==> config.mk <==
export PLATFORM = sky130hd
export DESIGN_NAME = bracket_balance_checker_core
export DESIGN_NICKNAME = d
export VERILOG_FILES = /design/src/rtl/core/bbc_pkg.sv /design/src/rtl/core/bracket_balance_checker_core.sv /design/src/rtl/core/bbc_front.sv /design/src/rtl/core/bbc_queue.sv /design/src/rtl/core/bbc_back.sv
export SDC_FILE = /design/constraint.sdc
export NUM_CORES = 1
export LEC_CHECK = 0
export ABC_AREA = 1
export BUFFER_PORTS_ARGS = -buffer_cell sky130_fd_sc_hd__buf_4
export CAP_MARGIN = 25
export CORE_ASPECT_RATIO = 0.7
export CORE_MARGIN = 5
export CORE_UTILIZATION = 45
export CTS_BUF_LIST = sky130_fd_sc_hd__clkbuf_8
export CTS_CLUSTER_DIAMETER = 120
export DETAILED_ROUTE_END_ITERATION = 12
export GPL_ROUTABILITY_DRIVEN = 1
export MAX_ROUTING_LAYER = met4
export PLACE_DENSITY_LB_ADDON = 0.3
export SYNTH_ARGS = -nofsm -noshare
export SYNTH_HDL_FRONTEND = slang
export SYNTH_SLANG_ARGS = --single-unit
==> constraint.sdc <==
create_clock -name aclk -period 3.1 [get_ports aclk]
set_clock_uncertainty 0.1 [all_clocks]
set_input_delay 0.155 -clock aclk [delete_from_list [all_inputs] [get_ports aclk]]
set_output_delay 0.155 -clock aclk [all_outputs]
set_load 0.01 [all_outputs]
==> src/rtl/core/bbc_pkg.sv <==
`default_nettype none
// ----------------------------------------------------------------------------
// bbc_pkg
// Shared types and constants of the bracket balance checker: payload structs,
// the command that travels from the classifier to the stack engine, and the
// fault codes.
// ----------------------------------------------------------------------------
package bbc_pkg;

    typedef struct packed {
        logic [7:0] char_byte;
        logic       end_of_expr;
    } in_item_t;

    typedef struct packed {
        logic       balanced;
        logic [2:0] fault_kind;
    } out_item_t;

    typedef enum logic [1:0] {
        OP_NONE  = 2'd0,
        OP_OPEN  = 2'd1,
        OP_CLOSE = 2'd2
    } op_t;

    typedef enum logic [2:0] {
        FAULT_NONE        = 3'd0,
        FAULT_CLOSE_EMPTY = 3'd1,
        FAULT_MISMATCH    = 3'd2,
        FAULT_LEFT_OPEN   = 3'd3,
        FAULT_OVERFLOW    = 3'd4
    } fault_t;

    // bracket type codes kept on the stack
    localparam logic [1:0] BR_ROUND  = 2'd0;
    localparam logic [1:0] BR_SQUARE = 2'd1;
    localparam logic [1:0] BR_CURLY  = 2'd2;

    localparam logic [7:0] CHAR_LPAREN = 8'h28;
    localparam logic [7:0] CHAR_RPAREN = 8'h29;
    localparam logic [7:0] CHAR_LBRACK = 8'h5B;
    localparam logic [7:0] CHAR_RBRACK = 8'h5D;
    localparam logic [7:0] CHAR_LBRACE = 8'h7B;
    localparam logic [7:0] CHAR_RBRACE = 8'h7D;

    typedef struct packed {
        op_t        op;
        logic [1:0] kind;
        logic       last;
    } cmd_t;

    typedef struct packed {
        logic full;
        logic empty;
    } q_status_t;

endpackage
`default_nettype wire

==> src/rtl/core/bracket_balance_checker_core.sv <==
`default_nettype none
// ----------------------------------------------------------------------------
// bracket_balance_checker_core
// Checks that (), [] and {} nest and match over a byte stream, one result
// per expression on its marked last byte.
// ----------------------------------------------------------------------------
// Throughput: one byte per cycle while the queue is not full, set by the stack
//   engine doing one push or pop a cycle with the top entry and the entry below
//   it held in registers. The result is registered and loads on the last byte.
// Reset: synchronous, active low; clears queue, count, fault and result valid.
//   Stack memory is not cleared and needs no clearing pass.
module bracket_balance_checker_core
    import bbc_pkg::*;
#(
    parameter int DEPTH = 64
) (
    input  wire logic      aclk,
    input  wire logic      aresetn,
    input  wire logic      s_valid,
    output logic           s_ready,
    input  wire in_item_t  s_data,
    output logic           m_valid,
    input  wire logic      m_ready,
    output out_item_t      m_data
);

    q_status_t q_status;
    logic      q_push, q_pop, head_valid;
    cmd_t      q_cmd, head_cmd;

    bbc_front u_front (
        .s_valid  (s_valid),
        .s_ready  (s_ready),
        .s_data   (s_data),
        .q_status (q_status),
        .q_push   (q_push),
        .q_cmd    (q_cmd)
    );

    bbc_queue u_queue (
        .aclk       (aclk),
        .aresetn    (aresetn),
        .push       (q_push),
        .push_cmd   (q_cmd),
        .status     (q_status),
        .head_valid (head_valid),
        .head_cmd   (head_cmd),
        .pop        (q_pop)
    );

    bbc_back #(
        .DEPTH (DEPTH)
    ) u_back (
        .aclk      (aclk),
        .aresetn   (aresetn),
        .cmd_valid (head_valid),
        .cmd       (head_cmd),
        .cmd_ready (q_pop),
        .m_valid   (m_valid),
        .m_ready   (m_ready),
        .m_data    (m_data)
    );

    // balanced flag and fault code must agree
    assert property (@(posedge aclk) disable iff (!aresetn)
        m_valid |-> (m_data.balanced == (m_data.fault_kind == FAULT_NONE)))
        else $error("balanced flag disagrees with fault code");

    // only defined fault codes reach the result
    assert property (@(posedge aclk) disable iff (!aresetn)
        m_valid |-> (m_data.fault_kind <= FAULT_OVERFLOW))
        else $error("undefined fault code on result");

    // queue cannot be both full and empty
    assert property (@(posedge aclk) disable iff (!aresetn)
        !(q_status.full && q_status.empty))
        else $error("queue status inconsistent");

    // a full queue stalls the input side
    assert property (@(posedge aclk) disable iff (!aresetn)
        q_status.full |-> !s_ready)
        else $error("input ready while queue full");

endmodule
`default_nettype wire

==> src/rtl/core/bbc_front.sv <==
`default_nettype none
// ----------------------------------------------------------------------------
// bbc_front
// Input side: decodes each byte into a push, a pop or nothing, and forwards
// only bytes that matter (brackets and the end marker) to the command queue.
// ----------------------------------------------------------------------------
module bbc_front
    import bbc_pkg::*;
(
    input  wire logic      s_valid,
    output logic           s_ready,
    input  wire in_item_t  s_data,
    input  wire q_status_t q_status,
    output logic           q_push,
    output cmd_t           q_cmd
);

    logic keep;

    always_comb begin
        q_cmd.last = s_data.end_of_expr;
        q_cmd.op   = OP_NONE;
        q_cmd.kind = BR_ROUND;
        unique case (s_data.char_byte)
            CHAR_LPAREN: begin q_cmd.op = OP_OPEN;  q_cmd.kind = BR_ROUND;  end
            CHAR_LBRACK: begin q_cmd.op = OP_OPEN;  q_cmd.kind = BR_SQUARE; end
            CHAR_LBRACE: begin q_cmd.op = OP_OPEN;  q_cmd.kind = BR_CURLY;  end
            CHAR_RPAREN: begin q_cmd.op = OP_CLOSE; q_cmd.kind = BR_ROUND;  end
            CHAR_RBRACK: begin q_cmd.op = OP_CLOSE; q_cmd.kind = BR_SQUARE; end
            CHAR_RBRACE: begin q_cmd.op = OP_CLOSE; q_cmd.kind = BR_CURLY;  end
            default: begin
                q_cmd.op   = OP_NONE;
                q_cmd.kind = BR_ROUND;
            end
        endcase
    end

    // plain text bytes in the middle of an expression are dropped here
    assign keep    = (q_cmd.op != OP_NONE) || s_data.end_of_expr;
    assign s_ready = !q_status.full;
    assign q_push  = s_valid && !q_status.full && keep;

endmodule
`default_nettype wire

==> src/rtl/core/bbc_queue.sv <==
`default_nettype none
// ----------------------------------------------------------------------------
// bbc_queue
// Two-entry command queue between the classifier and the stack engine.
// ----------------------------------------------------------------------------
module bbc_queue
    import bbc_pkg::*;
(
    input  wire logic  aclk,
    input  wire logic  aresetn,
    input  wire logic  push,
    input  wire cmd_t  push_cmd,
    output q_status_t  status,
    output logic       head_valid,
    output cmd_t       head_cmd,
    input  wire logic  pop
);

    cmd_t       slot_reg [2];
    logic       wr_ptr_reg, wr_ptr_next;
    logic       rd_ptr_reg, rd_ptr_next;
    logic [1:0] count_reg, count_next;
    logic       do_push, do_pop;

    assign status.full  = (count_reg == 2'd2);
    assign status.empty = (count_reg == 2'd0);
    assign head_valid   = !status.empty;
    assign head_cmd     = slot_reg[rd_ptr_reg];

    assign do_push = push && !status.full;
    assign do_pop  = pop && head_valid;

    always_comb begin
        wr_ptr_next = do_push ? !wr_ptr_reg : wr_ptr_reg;
        rd_ptr_next = do_pop ? !rd_ptr_reg : rd_ptr_reg;
        count_next  = count_reg;
        if (do_push && !do_pop) begin
            count_next = count_reg + 2'd1;
        end else if (do_pop && !do_push) begin
            count_next = count_reg - 2'd1;
        end
    end

    always_ff @(posedge aclk) begin
        if (!aresetn) begin
            wr_ptr_reg <= 1'b0;
            rd_ptr_reg <= 1'b0;
            count_reg  <= 2'd0;
        end else begin
            wr_ptr_reg <= wr_ptr_next;
            rd_ptr_reg <= rd_ptr_next;
            count_reg  <= count_next;
        end
    end

    always_ff @(posedge aclk) begin
        if (do_push) begin
            slot_reg[wr_ptr_reg] <= push_cmd;
        end
    end

endmodule
`default_nettype wire

==> src/rtl/core/bbc_back.sv <==
`default_nettype none
// ----------------------------------------------------------------------------
// bbc_back
// Stack engine: runs one push or pop a cycle against the bracket stack (a last
// byte waits until the result register is free), keeps the sticky fault, and
// loads the result register on the last byte.
module bbc_back
    import bbc_pkg::*;
#(
    parameter int DEPTH = 64
) (
    input  wire logic      aclk,
    input  wire logic      aresetn,
    input  wire logic      cmd_valid,
    input  wire cmd_t      cmd,
    output logic           cmd_ready,
    output logic           m_valid,
    input  wire logic      m_ready,
    output out_item_t      m_data
);

    localparam int CW = $clog2(DEPTH + 1);
    localparam int AW = $clog2(DEPTH);
    localparam logic [CW-1:0] FULL_COUNT = CW'(DEPTH);

    // top of stack lives in tos_reg; entries below it live in the memory
    logic [1:0]    stack_mem [DEPTH];
    logic [1:0]    tos_reg, tos_next;
    logic [1:0]    rd_reg;
    logic          byp_reg;
    logic [1:0]    byp_data_reg;
    logic [1:0]    below;
    logic [CW-1:0] count_reg, count_next, count_step;
    fault_t        fault_reg, fault_next, fault_step, fault_final;
    logic          out_valid_reg, out_valid_next;
    out_item_t     out_data_reg;
    logic          out_free, fire, load_out, mem_wr, do_byp;
    logic [CW-1:0] wr_sum, rd_sum;
    logic [AW-1:0] wr_addr, rd_addr;

    assign out_free  = !out_valid_reg || m_ready;
    assign cmd_ready = !cmd.last || out_free;
    assign fire      = cmd_valid && cmd_ready;
    assign below     = byp_reg ? byp_data_reg : rd_reg;

    always_comb begin
        count_step = count_reg;
        fault_step = fault_reg;
        tos_next   = tos_reg;
        mem_wr     = 1'b0;
        do_byp     = 1'b0;
        if (fire && (fault_reg == FAULT_NONE)) begin
            case (cmd.op)
                OP_OPEN: begin
                    if (count_reg == FULL_COUNT) begin
                        fault_step = FAULT_OVERFLOW;
                    end else begin
                        mem_wr     = (count_reg != '0);
                        do_byp     = 1'b1;
                        tos_next   = cmd.kind;
                        count_step = count_reg + CW'(1);
                    end
                end
                OP_CLOSE: begin
                    if (count_reg == '0) begin
                        fault_step = FAULT_CLOSE_EMPTY;
                    end else begin
                        count_step = count_reg - CW'(1);
                        tos_next   = below;
                        if (tos_reg != cmd.kind) begin
                            fault_step = FAULT_MISMATCH;
                        end
                    end
                end
                default: ;
            endcase
        end
    end

    always_comb begin
        fault_final = fault_step;
        if ((fault_step == FAULT_NONE) && (count_step != '0)) begin
            fault_final = FAULT_LEFT_OPEN;
        end
        load_out = fire && cmd.last;
        if (load_out) begin
            count_next = '0;
            fault_next = FAULT_NONE;
        end else begin
            count_next = count_step;
            fault_next = fault_step;
        end
        if (load_out) begin
            out_valid_next = 1'b1;
        end else if (m_ready) begin
            out_valid_next = 1'b0;
        end else begin
            out_valid_next = out_valid_reg;
        end
    end

    // old top goes to slot count-1; prefetch slot count_next-2 as the next below
    assign wr_sum  = count_reg - CW'(1);
    assign rd_sum  = count_next - CW'(2);
    assign wr_addr = wr_sum[AW-1:0];
    assign rd_addr = rd_sum[AW-1:0];

    always_ff @(posedge aclk) begin
        if (mem_wr) begin
            stack_mem[wr_addr] <= tos_reg;
        end
        rd_reg       <= stack_mem[rd_addr];
        byp_data_reg <= tos_reg;
        tos_reg      <= tos_next;
        if (load_out) begin
            out_data_reg.balanced   <= (fault_final == FAULT_NONE);
            out_data_reg.fault_kind <= fault_final;
        end
    end

    always_ff @(posedge aclk) begin
        if (!aresetn) begin
            count_reg     <= '0;
            fault_reg     <= FAULT_NONE;
            out_valid_reg <= 1'b0;
            byp_reg       <= 1'b0;
        end else begin
            count_reg     <= count_next;
            fault_reg     <= fault_next;
            out_valid_reg <= out_valid_next;
            byp_reg       <= do_byp;
        end
    end

    assign m_valid = out_valid_reg;
    assign m_data  = out_data_reg;

endmodule
`default_nettype wire
==> out/metrics.cfg, run 1 <==
[worst_setup_path]
worstPathArrival_ns=3.24
crit_type=flop to flop
crit_path_end_kind=flop
cp.required_ns=3.40
cp-start-kind=flop
cp_max_fo=6

[layout]
layout_common_cells=nand2_1, edfxtp_1, inv_1
layout.nets=941
area_growth_pct=14.0
drive_above_1_share_pct=14.0
utilization_pct=52.8
final_common_cell=nand2_1
largest_register_ffs=128
num-fill-cells=1554
diodes=0

[die]
die_h_um=122
die_x_um=170
num_rows=40
num_io_pins=19
coreArea_mm2=0.0174
die_area_mm2=0.0207
start_util_pct=46.4

[yosys]
synth-main-ff-cell=edfxtp_1
synth_edf_count=144
mappedNetlistArea_mm2=0.00805
synth_nets=884
ys_warn_count=0
ys_types=41
synthCells=864
synth_top_cell_area_share_pct=53.7
synth-seq-cells=165
synth_top_family_by_area=simple AND/OR/NAND/NOR gates
synthXorXnorAreaFrac_pct=1.60
avgSynthCellArea_um2=9.32
async_flop_share_pct=0
synth_fa_ha_area_share_pct=1.09
synth-simple-area-share_pct=26.3
synth_top_area_cell=edfxtp_1
yosys-top-cells-area=edfxtp_1, nand3_1, nand2_1
synth_compound_area_share_pct=2.52
muxShareOfSynthArea_pct=0.249
yosysSeqAreaShare_pct=58.9

[timing]
setup_viol=0
fin_ws_ns=0.161
worst_pin_slew_ns=0.703
slew-limit-headroom_pct=53.1
slew_viol_final=0
fin_crit_ns=2.94
rsz0062_at_grt=false
max_freq_mhz=340
finalHoldViolCount=0
holdWs_ns=0.0647
post-route-period-util_pct=94.8

[route]
routedWlPerCell_um=17.3
wirelength_mm=20.1
drc=0
first_pass_iters=5
dr_total_vias=6057
drt-initial-drc-count=692
routed_via_density=5.20
final_antenna_net_count=0

[global_routing]
gr-total-overflow=0
grt_pass1_vias=5689
grt_start_max_net_pins=66
grt_pass1_wl_mm=31.3
grtUsageTotal_pct=20.5
antenna_found_initial=0

[clocking]
root_buffer=clkbuf_8
path_clk_slew_ns=0.08
cts_tree=done
cts-buffers-inserted=17
htree_num_levels=4
insertion_delay_ns=0.46
clock_sinks=165
clockBufferDepth=2

[placement]
place_congestion=0.945
preCtsSetupSlack_ns=-0.0321
place_hpwl_mm=13.4
io_buffer_count=18

[min_path]
min_path_type=input pin to flop

[pwr]
vdd_drop_max_mv=0.893
cellPowerDensity_mw_per_mm2=1120
p_leak_nw=3.90

[run_status]
outcome=completed

[run]
drv_cap=0

==> stage by stage <==
step	setup TNS, ns	instances	cell area (µm²)	power (mW)
after floorplan	0	864	8060	6.66
after global placement	0	1126	8640	8.50
after detailed placement	-0.0464	1126	8640	8.49
after CTS	0	1162	9080	10.1
after global routing	0	1165	9180	11.0
final	0	1165	9180	10.3
==> synthesized netlist by cell type, types with 2 or more instances <==
cell      number
nand4_1       26
nand2_2        6
nand3_1      133
inv_1        140
nor3_1         5
edfxtp_1     144
xor2_1         5
clkbuf_1       5
buf_6          8
nand3_4        2
dfxtp_1       21
a21oi_1        7
or2_2          4
o21ai_1        3
buf_2          9
mux2i_1        2
nand3b_1       3
nand3_2        3
nor2_2         2
nand2_4        2
o211ai_1       2
ha_1           7
o21ai_0       19
xor2_2         2
inv_2          5
nor2_1       120
nand2_1      159
buf_4          6
o22ai_1        2
==> final cells by class <==
type | instances | area, µm² | share of cell area [%]
clock inverter | 13 | 134 | 1.46
tap | 231 | 289 | 3.15
sequential | 165 | 4750 | 51.7
timing repair buffer | 66 | 581 | 6.33
multi-input combinational | 525 | 2610 | 28.4
clock buffer | 19 | 262 | 2.85
inverter | 146 | 558 | 6.08
==> layer usage <==
metal	global-route usage, %	wire length [µm]
met5	-	0
met4	5.14	244
met3	6.62	1980
met2	27.1	8110
met1	30.5	9810
==> where the power goes <==
group | internal, mW | leakage [nW] | switching, mW
Clock | 0.755 | 0.208 | 0.804
Sequential | 2.86 | 1.47 | 0.100
Combinational | 1.89 | 2.21 | 3.91
Total | 5.50 | 3.90 | 4.82
==> worst max-delay path: stages (launching register included) <==
cell,delay (ns)
edfxtp_1,0.38
or2_2,0.31
o21ai_2,0.07
inv_1,0.06
ha_2,0.30
inv_1,0.06
nand4_1,0.16
nand2_1,0.14
nand3_1,0.16
ha_4,0.24
xnor2_2,0.29
buf_4,0.22
nand3_1,0.15
nand3_1,0.12
nand3_1,0.07
nand2_1,0.05
==> final timing paths <==
path / from / endpoint / slack, ns / cells after the start
min: s_data[7] / u_queue.slot_reg[0][3] / 0.06 / 4
max: u_queue.slot_reg[1][4] / u_back.rd_reg[1] / 0.16 / 15
min reg2reg: u_queue.rd_ptr_reg / flop / 0.35 / 1
max reg2reg: u_queue.slot_reg[1][4] / u_back.rd_reg[1] / 0.16 / 15
==> repair_timing <==
item | CTS | global route
hold buffers | 4 | 0
endpoints found under the hold margin | 14 | 0
setup endpoints to repair | 2 | 2
gates resized for setup | 2 | 15
pin swaps | 0 | 2
setup buffers | 0 | 2
gates cloned | 0 | 1
==> logic make-up (layout without fill, tap and decap cells) <==
kind of cell	after synthesis	in the layout
XOR/XNOR	10	10
multiplexers	2	2
buffers and inverters	174	244
AND/OR/NAND/NOR	469	469
AO/OA/AOI/OAI	37	37
flip-flops	165	165
adder cells (fa/ha/maj)	7	7
No activity file was read; power rests on OpenSTA's default activity.
==> run 2: changes to the inputs <==
==> constraint.sdc (replaced) <==
create_clock -name aclk -period 3.4 [get_ports aclk]
set_clock_uncertainty 0.1 [all_clocks]
set_input_delay 0.17 -clock aclk [delete_from_list [all_inputs] [get_ports aclk]]
set_output_delay 0.17 -clock aclk [all_outputs]
set_load 0.01 [all_outputs]
==> out/metrics.cfg, run 2 (synthesis gave the netlist of run 1 again) <==
[worst_setup_path]
r2r_end=u_back.rd_reg[0]
crit_path_top_delay_cell=dfxtp_1
max_stage_delay_ns=0.37  ; about the same
cp_max_fo=9  ; +3
crit_type=flop to flop
cp.required_ns=3.67  ; +0.27 ns
worstPathArrival_ns=3.46  ; +0.22 ns
crit_family=simple AND/OR/NAND/NOR gates
r2r_setup_slack_ns=0.21  ; +0.04 ns
crit_path_cell_trace=inv_2, or2_2, o21ai_0, inv_1, ha_1, inv_1, nand4_1, o21ai_1, nand2_2, nand2_4, ha_1, xor2_4, nand3_1, nand3_1, nand3_1, nand3_1, nand2_1
cp-start-kind=flop
reg2regPathDepth=17  ; +2
timing.critical_path.mode_cell=nand3_1
crit_path_end_kind=flop
worst-path-buf-inv=3  ; unchanged

[layout]
largest_register_ffs=128  ; unchanged
diodes=0  ; unchanged
drive_above_1_share_pct=11.3  ; -2.8 points
utilization_pct=51.2  ; -1.6 points
multi_input_area_mm2=0.00256  ; -1.9%
num-fill-cells=1580  ; +1.7%
area_growth_pct=10.5
seqCellArea_mm2=0.00474  ; about the same
layout.nets=922  ; -2.0%
layout_common_cells=nand2_1, edfxtp_1, inv_1
final_common_cell=nand2_1
stdcell_area_mm2=0.00890  ; -3.0%

[pwr]
clkPwrFrac_pct=15.4  ; +0.3 points
switching_power_mw=4.32  ; -10%
p_leak_nw=3.76  ; -3.5%
switching_share_pct=47.9  ; +1.2 points
comb_power_share_pct=54.7  ; -1.5 points
seq_power_share_pct=29.9  ; +1.2 points
cellPowerDensity_mw_per_mm2=1010  ; -9.8%
vdd_drop_max_mv=0.596  ; -33%
intPower_mw=4.71  ; -14%

[placement]
place_hpwl_mm=13.3  ; -0.30%
place_congestion=0.901  ; -4.7%
dpl-instance-area_mm2=0.00847  ; -1.9%
io_buffer_count=18  ; unchanged

[clocking]
cts-buffers-inserted=17  ; unchanged
path_clk_slew_ns=0.09  ; about the same
htree_num_levels=4  ; unchanged
root_buffer=clkbuf_8
clock_sinks=165  ; unchanged
cts_tree=done
clockBufferDepth=2  ; unchanged
insertion_delay_ns=0.47  ; about the same

[route]
final_antenna_net_count=0  ; unchanged
routed_via_density=5.28  ; +1.6%
wirelength_mm=20.1  ; -0.35%
dr_total_vias=6051  ; -0.099%
drt-initial-drc-count=813  ; +17%
routedWlPerCell_um=17.5  ; +1.3%
drc=0  ; unchanged
first_pass_iters=5  ; unchanged

[min_path]
min_to=u_queue.slot_reg[1][3]
min-delay-start=s_data[1]
hold_depth=3  ; -1
min_path_type=input pin to flop

[run_status]
outcome=completed

[timing]
max_freq_mhz=313  ; -8.0%
worst_pin_slew_ns=0.672  ; -0.0313 ns
slew_viol_final=0  ; unchanged
slew-limit-headroom_pct=55.2  ; +2.1 points
fin_crit_ns=3.19  ; +0.256 ns
rsz0062_at_grt=false
finalHoldViolCount=0  ; unchanged
holdWs_ns=0.0399  ; -0.0248 ns
setup_viol=0  ; unchanged
post-route-period-util_pct=94.0  ; -0.84 points
fin_setup_tns_ns=0  ; unchanged

[global_routing]
gr-total-overflow=0  ; unchanged
grtUsageTotal_pct=20.8  ; +0.24 points
grt_pass1_vias=5531  ; -2.8%
grt_start_max_net_pins=66  ; unchanged
antenna_found_initial=0  ; unchanged
grt_pass1_wl_mm=31.4  ; +0.35%

[die]
num_rows=40  ; unchanged
die_h_um=122  ; unchanged
start_util_pct=46.4  ; unchanged
die_x_um=170  ; unchanged
coreArea_mm2=0.0174  ; unchanged
num_io_pins=19  ; unchanged
die_area_mm2=0.0207  ; unchanged

[run]
drv_cap=0  ; unchanged

[run 2: cell types whose count changed in the layout (fill, tap and decap cells not counted), sizes merged]
cell	change
clkbuf	-3
clkinv	-3
inv	+3
clkinvlp	+2
buf	-18
[run 2: how the worst max path moves through the flow]
stage / start / to / slack (ns) / cells past startpoint
floorplan: flop / u_back.rd_reg[1] / 0.01 / 20
global placement: u_queue.slot_reg[1][4] / u_back.rd_reg[1] / 0.28 / 17
detailed placement: flop / u_back.rd_reg[1] / 0.18 / 18
CTS: flop / u_back.rd_reg[1] / 0.15 / 18
global route: flop / u_back.rd_reg[1] / 0.03 / 18
finish: flop / u_back.rd_reg[0] / 0.21 / 17
[run 2: worst reg2reg max path, cell delays in order (launching register included)]
cell and delay (ns):
dfxtp_1 0.37, inv_2 0.05, or2_2 0.26, o21ai_0 0.14, inv_1 0.08, ha_1 0.33, inv_1 0.07, nand4_1 0.17
o21ai_1 0.22, nand2_2 0.10, nand2_4 0.08, ha_1 0.36, xor2_4 0.33, nand3_1 0.12, nand3_1 0.10, nand3_1 0.09
nand3_1 0.08, nand2_1 0.05
[run 2: cell type report]
| class | instances | share of cell area (%) |
|---|---|---|
| multi-input cells | 525 | 28.8 |
| clock inverters | 15 | 1.57 |
| repair buffers | 47 | 4.30 |
| clock buffers | 17 | 2.63 |
| flip-flops and latches | 165 | 53.3 |
| well taps | 231 | 3.25 |
| inverters | 146 | 6.19 |
[run 2: power groups by stage]
| stage | clock network, mW | registers (mW) | logic, mW |
|---|---|---|---|
| 6_report | 1.39 | 2.70 | 4.94 |
| 3_5_place_dp | 0 | 2.75 | 4.79 |
| 5_1_grt | 1.51 | 2.72 | 5.39 |
| 2_1_floorplan | 0 | 2.84 | 3.21 |
| 4_1_cts | 1.40 | 2.70 | 4.82 |
| 3_3_place_gp | 0 | 2.75 | 4.76 |
[run 2: repair_timing]
action | in CTS | in global routing
hold buffers | 4 | 0
setup buffers | 0 | 1
endpoints found under the hold margin | 14 | 0
setup endpoints to repair | 0 | 2
resized for setup | 0 | 2
[run 2: stage by stage]
| stage | setup slack [ns] | total power, mW | instances |
|---|---|---|---|
| 2_1_floorplan | 0.0148 | 6.05 | 864 |
| 3_3_place_gp | 0.284 | 7.50 | 1109 |
| 3_5_place_dp | 0.183 | 7.54 | 1109 |
| 4_1_cts | 0.152 | 8.92 | 1145 |
| 5_1_grt | 0.0339 | 9.62 | 1146 |
| 6_report | 0.205 | 9.03 | 1146 |
[run 2: routing by layer]
layer / vias up / GRT usage [%] / routed length (µm)
met5: - / - / 0
met4: 0 / 5.24 / 252
met3: 19 / 5.03 / 1740
met2: 236 / 27.1 / 8190
met1: 2874 / 32.2 / 9900
li1: 2922 / - / -
